## src/sv/iou_pkg.sv

```systemverilog
// Shared types and constants of the IoU track event table.
// Holds the controller/datapath command and status structs and the field codes.
package iou_pkg;

    localparam logic OP_DETECT = 1'b0;
    localparam logic OP_SWEEP  = 1'b1;

    localparam logic [1:0] EVT_START   = 2'd0;
    localparam logic [1:0] EVT_UPDATE  = 2'd1;
    localparam logic [1:0] EVT_END     = 2'd2;
    localparam logic [1:0] EVT_DROPPED = 2'd3;

    localparam logic [1:0] REG_IOU_THR  = 2'd0;
    localparam logic [1:0] REG_UPD_INT  = 2'd1;
    localparam logic [1:0] REG_LOST_TO  = 2'd2;

    localparam int         ADDR_W        = 4;
    localparam logic [15:0] RST_IOU_THR  = 16'd19661;
    localparam logic [15:0] RST_UPD_INT  = 16'd1000;
    localparam logic [15:0] RST_LOST_TO  = 16'd2000;

    typedef struct packed {
        logic load_item;
        logic prep;
        logic rd;
        logic geo;
        logic uni;
        logic thr;
        logic m1a;
        logic m1b;
        logic m2a;
        logic m2b;
        logic take_best;
        logic next_idx;
        logic keep;
        logic hold;
        logic rotate;
        logic emit_last;
        logic fin_det;
        logic fin_sweep;
    } t_cmd;

    typedef struct packed {
        logic is_sweep;
        logic zero_conf;
        logic idx_done;
        logic candidate;
        logic better;
        logic expired;
        logic pend_valid;
        logic out_free;
    } t_sts;

endpackage

```

## src/sv/iou_ctrl.sv

```systemverilog
// Sequencing state machine of the IoU track event table.
// Depends on iou_pkg for the command and status structs.
module iou_ctrl import iou_pkg::*; (
    input  logic i_clk,
    input  logic i_rst_n,
    input  logic i_valid,
    output logic o_ready,
    input  t_sts i_sts,
    output t_cmd o_cmd
);

    typedef enum logic [15:0] {
        ST_IDLE   = 16'h0001,
        ST_DECODE = 16'h0002,
        ST_D_CHK  = 16'h0004,
        ST_D_GEO  = 16'h0008,
        ST_D_UNI  = 16'h0010,
        ST_D_THR  = 16'h0020,
        ST_D_FLT  = 16'h0040,
        ST_D_M1A  = 16'h0080,
        ST_D_M1B  = 16'h0100,
        ST_D_M2A  = 16'h0200,
        ST_D_M2B  = 16'h0400,
        ST_D_CMP  = 16'h0800,
        ST_D_FIN  = 16'h1000,
        ST_S_CHK  = 16'h2000,
        ST_S_DEC  = 16'h4000,
        ST_S_END  = 16'h8000
    } t_state;

    t_state r_state;
    t_state n_state;

    assign o_ready = (r_state == ST_IDLE);

    always_ff @(posedge i_clk) begin
        if (!i_rst_n) begin
            r_state <= ST_IDLE;
        end else begin
            r_state <= n_state;
        end
    end

    always_comb begin
        n_state = r_state;
        o_cmd   = '0;
        unique case (r_state)
            ST_IDLE: begin
                if (i_valid) begin
                    o_cmd.load_item = 1'b1;
                    n_state = ST_DECODE;
                end
            end
            ST_DECODE: begin
                o_cmd.prep = 1'b1;
                if (i_sts.is_sweep) begin
                    n_state = ST_S_CHK;
                end else if (i_sts.zero_conf) begin
                    n_state = ST_IDLE;
                end else begin
                    n_state = ST_D_CHK;
                end
            end
            ST_D_CHK: begin
                if (i_sts.idx_done) begin
                    n_state = ST_D_FIN;
                end else begin
                    o_cmd.rd = 1'b1;
                    n_state = ST_D_GEO;
                end
            end
            ST_D_GEO: begin
                o_cmd.geo = 1'b1;
                n_state = ST_D_UNI;
            end
            ST_D_UNI: begin
                o_cmd.uni = 1'b1;
                n_state = ST_D_THR;
            end
            ST_D_THR: begin
                o_cmd.thr = 1'b1;
                n_state = ST_D_FLT;
            end
            ST_D_FLT: begin
                if (i_sts.candidate) begin
                    n_state = ST_D_M1A;
                end else begin
                    o_cmd.next_idx = 1'b1;
                    n_state = ST_D_CHK;
                end
            end
            ST_D_M1A: begin
                o_cmd.m1a = 1'b1;
                n_state = ST_D_M1B;
            end
            ST_D_M1B: begin
                o_cmd.m1b = 1'b1;
                n_state = ST_D_M2A;
            end
            ST_D_M2A: begin
                o_cmd.m2a = 1'b1;
                n_state = ST_D_M2B;
            end
            ST_D_M2B: begin
                o_cmd.m2b = 1'b1;
                n_state = ST_D_CMP;
            end
            ST_D_CMP: begin
                o_cmd.take_best = i_sts.better;
                o_cmd.next_idx  = 1'b1;
                n_state = ST_D_CHK;
            end
            ST_D_FIN: begin
                if (i_sts.out_free) begin
                    o_cmd.fin_det = 1'b1;
                    n_state = ST_IDLE;
                end
            end
            ST_S_CHK: begin
                if (i_sts.idx_done) begin
                    n_state = ST_S_END;
                end else begin
                    o_cmd.rd = 1'b1;
                    n_state = ST_S_DEC;
                end
            end
            ST_S_DEC: begin
                if (!i_sts.expired) begin
                    o_cmd.keep     = 1'b1;
                    o_cmd.next_idx = 1'b1;
                    n_state = ST_S_CHK;
                end else if (!i_sts.pend_valid) begin
                    o_cmd.hold     = 1'b1;
                    o_cmd.next_idx = 1'b1;
                    n_state = ST_S_CHK;
                end else if (i_sts.out_free) begin
                    o_cmd.rotate   = 1'b1;
                    o_cmd.next_idx = 1'b1;
                    n_state = ST_S_CHK;
                end
            end
            ST_S_END: begin
                if (!i_sts.pend_valid) begin
                    o_cmd.fin_sweep = 1'b1;
                    n_state = ST_IDLE;
                end else if (i_sts.out_free) begin
                    o_cmd.emit_last = 1'b1;
                    o_cmd.fin_sweep = 1'b1;
                    n_state = ST_IDLE;
                end
            end
            default: begin
                n_state = ST_IDLE;
            end
        endcase
    end

endmodule

```

## config.mk

```make
export PLATFORM = sky130hd
export DESIGN_NAME = iou_ctrl
export DESIGN_NICKNAME = d
export VERILOG_FILES = /design/src/sv/iou_pkg.sv /design/src/sv/iou_ctrl.sv
export SDC_FILE = /design/constraint.sdc
export NUM_CORES = 1
export LEC_CHECK = 0
export BUFFER_PORTS_ARGS = -buffer_cell sky130_fd_sc_hd__buf_4
export CAP_MARGIN = 5
export CORE_MARGIN = 2
export CORE_UTILIZATION = 55
export DETAILED_ROUTE_END_ITERATION = 10
export PLACE_DENSITY = 0.8
export SETUP_SLACK_MARGIN = 0.5
export SLEW_MARGIN = 20
export SYNTH_ARGS = -nofsm -noshare
export SYNTH_HDL_FRONTEND = slang
export SYNTH_SLANG_ARGS = --single-unit
```

## constraint.sdc

```tcl
create_clock -name i_clk -period 5.5 [get_ports i_clk]
set_input_delay 0.275 -clock i_clk [delete_from_list [all_inputs] [get_ports i_clk]]
set_output_delay 0.275 -clock i_clk [all_outputs]
set_load 0.01 [all_outputs]
```

; ---- Word level (Yosys, flattened, before mapping)
; Index checks and enable logic that the tools add are counted.
[word_totals]
out_inout_bits = 19
register_bits = 16
wordCells = 59
inputBits = 11
[op_classes]
muxes = 38
n_reduce_logical = 2
eq_ne = 18
[ops]
columns = op, count
row1 = one-hot mux 16 bit (16 select lines), 1
row2 = 2-to-1 mux 16 bit, 8
row3 = 2-to-1 mux 1 bit, 23
row4 = "== test 16 x 1 -> 1 bit, second input constant", 1
row5 = "== test 16 x 10 -> 1 bit, second input constant", 1
row6 = "== test 16 x 11 -> 1 bit, second input constant", 1
row7 = "== test 16 x 12 -> 1 bit, second input constant", 1
row8 = "== test 16 x 13 -> 1 bit, second input constant", 1
row9 = "== test 16 x 14 -> 1 bit, second input constant", 1
row10 = "== test 16 x 15 -> 1 bit, second input constant", 1
row11 = "== test 16 bit, second input constant", 1
row12 = "== test 16 x 2 -> 1 bit, second input constant", 1
row13 = "== test 16 x 3 -> 1 bit, second input constant", 1
row14 = "== test 16 x 4 -> 1 bit, second input constant", 1
row15 = "== test 16 x 5 -> 1 bit, second input constant", 1
row16 = "== test 16 x 6 -> 1 bit, second input constant", 1
row17 = "== test 16 x 7 -> 1 bit, second input constant", 1
row18 = "== test 16 x 8 -> 1 bit, second input constant", 1
row19 = "== test 16 x 9 -> 1 bit, second input constant", 1
row20 = 2-to-1 mux 13 bit, 1
row21 = 2-to-1 mux 8 bit, 1
row22 = 2-to-1 mux 3 bit, 2
row23 = "!= test 4 bit, second input constant", 1
row24 = one-hot mux 1 bit (3 select lines), 1
row25 = other kinds (4), 4

; ---- Logic depth before layout (Yosys ltp)
[logic_depth]
depth_word = 4
depth_mapped = 6
mapped_depth_nobuf = 5

; ---- Worst setup path before layout
; Ideal clock, no wire load.
[synth_timing]
path_kind = register -> register
start = reg r_state[12]
end = reg r_state[0]
period_less_slack_ps = 1871
setup_ps = 120
slack_ps = 3629
path_stages_with_launch = 6
required_ps = 5380
path_buffers = 1
t_arrival_ps = 1751
path_cell_list = dfxtp_1 -> buf_6 -> or4_4 -> nor4_4 -> nor3_1 -> a211o_1
[synth_between]
elab_chain_len = 3
elab_cells_between_ends = 20
cone_classes = eq/ne: 18 / mux: 1 / reduce/logical: 1
[synth_rtl]
columns = element, line
row1 = "start, declared", iou_ctrl.sv:31  ; t_state r_state;
row2 = "start signal, assigned", iou_ctrl.sv:40  ; r_state <= n_state;
row3 = == test 16 x 1 -> 1 bit *, --
row4 = named net o_ready, iou_ctrl.sv:7  ; output logic o_ready,
row5 = "parallel branches: the longest is 2 deep, another holds one-hot mux 16 bit (16 select lines)", --
; Mark *: on every way through the listed nets, which the timed path passes.
; A chain may end at the register's enable or synchronous reset.

==> out/qor.csv <==
stage,metric,value,unit
yosys,number of warning messages in the yosys log,0,
pwr,leakage component of the power,0.6027,nW
global_route,aggregate global-route resource usage,23.42,%
drt,DR WL/cell,14.46,um
global_route,initial antenna violation count,0,
finish,post-route insts no fill,189,
placement,post-placement cell count,186,
pwr,worst voltage drop across the vdd grid,149.6,uV
clock_tree,count of buffers added by post-CTS timing repair for setup,0,
sta,transition time of the tightest slew-check pin,0.5694,ns
sta,maximum clock skew at final layout,0.004030,ns
critical_path,terminus of the critical flop-to-flop path,r_state[0]$_SDFFE_PN1P_,
finish,number of fill cells,189,
critical_path,Reg2Reg Depth,5,
clock_tree,H-Tree Level Count,1,
drt,via count,1124,
sta,setup violation total in the final timing report,0,
critical_path,worst path required time,5.22,ns
finish,"Net count, final",175,
sta,fmax,0.4252,GHz
critical_path,"setup slack, reg-to-reg",3.49,ns
floorplanning,overall die width,49.45,um
sta,RSZ-0062 raised after global routing,no,
pwr,ratio of total power to cell area,163.0,nW/um^2
outcome,run status,"finished, final reports clean",
clock_tree,clock slew at reported path FFs,0.09,ns
critical_path,cell type of the slowest stage on the worst timing path,sky130_fd_sc_hd__nor4_4,
finish,Top reg by flops,r_state,
pwr,net switching power of the design,0.00006074,W
sta,relative slew slack,61.73,%
critical_path,Setup Crit Path Kind,reg -> out,
critical_path,Worst setup EP type,output pin,
floorplanning,placement row count,16,
yosys,fraction of post-synthesis cell area in the top cell type by area,28.19,%
pwr,sw frac,27.18,%
yosys,synthesized cell area,1136,sq um
sta,post-route minimum period,2.352,ns
yosys,unique cell type count in the Yosys netlist,47,
floorplanning,number of primary I/O pins,30,
clock_tree,Root Buffer,sky130_fd_sc_hd__clkbuf_4,
clock_tree,clock sink total,16,
yosys,sequential element share of the synthesized area,28.19,%
finish,multi-input combinational cell area,773.2,sq um
floorplanning,area of the core,1962,sq um
yosys,proportion of register bits with asynchronous set or reset after synthesis,0,%
clock_tree,hold-fix buffers at CTS,0,
clock_tree,clock insertion delay at the later pin of the skew report,0.29,ns
placement,HPWL after detailed placement,2110,um
floorplanning,Initial Util,57.91,%
floorplanning,die footprint,2445,sq um
critical_path,"Max FO, Critical Path",10,
drt,number of vias per cell,5.947,
yosys,cell types occupying the most area after synthesis,"sky130_fd_sc_hd__dfxtp_1 (28%), sky130_fd_sc_hd__nor2_1 (6.3%), sky130_fd_sc_hd__nor4b_1 (4.6%)",
placement,gp weighted congestion,0.9076,
finish,fraction of layout cells with a size suffix above 1,29.01,%
flow_run,maxcap violations,0,
sta,Slew Limit Fails,0,
floorplanning,Chip Height,49.45,um
clock_tree,clock buffers created by TritonCTS,3,
pwr,Internal,0.0001628,W
critical_path,data arrival time of the critical path,2.08,ns
critical_path,critical path's largest stage delay,0.54,ns
yosys,number of instances in the synthesized netlist,136,
min_path,worst hold path cell count,2,
pwr,Gate power share,17.7,%
min_path,type of the worst min-delay path,in -> reg,
finish,number of inserted diodes,0,
sta,number of hold violations in the final report,0,
finish,max reg flops,16,
sta,crit share post-route,42.76,%
finish,Regs by FF count,r_state: 16 flops,
drt,violation count after the first detailed-routing iteration,31,
drt,detailed-route DRC error count,0,
drt,first drt pass iteration count,4,
critical_path,Critical R2R Launch,r_state[15]$_SDFFE_PN0P_,
clock_tree,number of gates resized after cts,0,
yosys,flip-flop and latch count after synthesis,16,
yosys,number of enable-type register cells in the synthesized netlist,0,
clock_tree,CTS tree,yes,
min_path,destination of the worst hold path,r_state[1]$_SDFFE_PN0P_,
drt,remaining number of nets flagged by the antenna check after routing,0,
min_path,worst min-delay path startpoint,i_valid,
yosys,most frequently used flop master after synthesis,sky130_fd_sc_hd__dfxtp_1,
clock_tree,clock buffer depth,2,
finish,Sequential Area,320.3,sq um
global_route,wire length of the first global-routing pass,4443,um
critical_path,nature of the critical path startpoint,flip-flop,
yosys,Post-Syn Nets,147,
global_route,pin count of the biggest net entering global routing,14,
global_route,vias in the first global route,1007,
placement,Port Buffers,29,
critical_path,chain of cells forming the critical path,nor4_4 -> and4b_1 -> nor2b_1 -> and3b_1 -> buf_4,
yosys,Mapped Avg Cell Area,8.354,sq um
finish,area added between synthesis and finish,20.71,%
yosys,largest area contributor in the netlist,sky130_fd_sc_hd__dfxtp_1,
pwr,clock network fraction of design power,28.1,%
pwr,sequential cell fraction of total power,54.2,%
global_route,gr ovfl total,0,
sta,setup TNS,0,ns
drt,Total Routed Length,2732,um
## metal layers
layer  global-route usage [%]  routed length, um  up-vias
met1                    29.76               1213      506
met4                    7.870                 31        0
li1                         -                  -      564
met5                        0                  0        -
met3                    3.939                176        7
met2                    40.09               1310       47
## cell families after synthesis
group / synth area share (%)
AOI/OAI and AO/OA: 11.79
xor gates and xnor gates: 3.084
and+or+nand+nor: 53.20
DFF: 28.19
buffers and inverters: 3.744
## layout make-up
class / instances / share of cell area (%)
Clock buffer: 3 / 1.642
Sequential cell: 16 / 23.36
Inverter: 1 / 0.2737
Multi-Input combinational cell: 113 / 56.39
Timing Repair Buffer: 29 / 15.88
Tap cell: 27 / 2.463
## metrics by stage
| step | setup slack [ns] | instance area [sq um] | power (W) | utilization [%] | hold WS [ns] |
|---|---|---|---|---|---|
| 6_report | 3.148 | 1371 | 0.0002235 | 69.90 | 0.2387 |
| 3_3_place_gp | 3.533 | 1349 | 0.0001620 | 68.75 | 0.5379 |
| 4_1_cts | 3.173 | 1371 | 0.0002232 | 69.90 | 0.2459 |
| 5_1_grt | 3.002 | 1371 | 0.0002315 | 69.90 | 0.2518 |
| 3_5_place_dp | 3.501 | 1349 | 0.0001628 | 68.75 | 0.5382 |
| 2_1_floorplan | 3.629 | 1136 | 0.0001469 | - | 0.4134 |
## cells in the mapped netlist (2+ instances only)
cell type                  number
sky130_fd_sc_hd__and3b_1        2
sky130_fd_sc_hd__nor4_2         4
sky130_fd_sc_hd__a21oi_1        2
sky130_fd_sc_hd__nor3_1         4
sky130_fd_sc_hd__clkbuf_1       3
sky130_fd_sc_hd__and2_1         4
sky130_fd_sc_hd__and4_1         3
sky130_fd_sc_hd__or4_1          2
sky130_fd_sc_hd__and3_1         2
sky130_fd_sc_hd__nand4_1        2
sky130_fd_sc_hd__nor4b_1        6
sky130_fd_sc_hd__a21boi_0       2
sky130_fd_sc_hd__or4b_2         3
sky130_fd_sc_hd__o21ai_0        4
sky130_fd_sc_hd__a31oi_1        2
sky130_fd_sc_hd__nor2b_1        6
sky130_fd_sc_hd__nor4_4         2
sky130_fd_sc_hd__nand2_1       12
sky130_fd_sc_hd__nor2_1        19
sky130_fd_sc_hd__nand3_1        5
sky130_fd_sc_hd__dfxtp_1       16
sky130_fd_sc_hd__buf_6          2
sky130_fd_sc_hd__xor2_1         3
sky130_fd_sc_hd__and4b_1        3
## placed cells by master (no fill, tap or decap), types with 3 or more instances in the layout
master	Yosys	final
sky130_fd_sc_hd__nor2b_1	6	6
sky130_fd_sc_hd__nor2_1	19	19
sky130_fd_sc_hd__o21ai_0	4	4
sky130_fd_sc_hd__or4b_2	3	3
sky130_fd_sc_hd__nor4_2	4	4
sky130_fd_sc_hd__and2_1	4	4
sky130_fd_sc_hd__nor3_1	4	4
sky130_fd_sc_hd__dfxtp_1	16	16
sky130_fd_sc_hd__xor2_1	3	3
sky130_fd_sc_hd__nor4b_1	6	6
sky130_fd_sc_hd__and4_1	3	3
sky130_fd_sc_hd__and4b_1	3	3
sky130_fd_sc_hd__buf_4	0	29
sky130_fd_sc_hd__nand3_1	5	5
sky130_fd_sc_hd__nand2_1	12	12
sky130_fd_sc_hd__clkbuf_4	0	3
## worst max path at each step
| stage | from | slack (ns) | endpoint |
|---|---|---|---|
| after floorplan | r_state[12]$_SDFFE_PN0P_ | 3.63 | r_state[0]$_SDFFE_PN1P_ |
| after global placement | r_state[15]$_SDFFE_PN0P_ | 3.53 | o_cmd[17] |
| after detailed placement | r_state[15]$_SDFFE_PN0P_ | 3.50 | o_cmd[17] |
| after CTS | r_state[15]$_SDFFE_PN0P_ | 3.17 | o_cmd[17] |
| after global routing | r_state[4]$_SDFFE_PN0P_ | 3.00 | o_cmd[3] |
| final | r_state[0]$_SDFFE_PN1P_ | 3.15 | o_cmd[10] |
## power groups by stage
stage,Combinational (W),Clock [W],Sequential [W]
finish,0.0000396,0.0000628,0.000121
global route,0.0000433,0.0000668,0.000121
CTS,0.0000393,0.0000628,0.000121
detailed placement,0.0000392,0,0.000124
global placement,0.0000385,0,0.000124
floorplan,0.0000248,0,0.000122
## critical path, delay by kind of cell, from the launching register on
kind / cells / cell delay, ns
buffers and inverters: 1 / 0.12
flip-flops: 1 / 0.39
AND/OR/NAND/NOR: 4 / 1.26
Note: power is estimated with default switching activity, not from simulation.
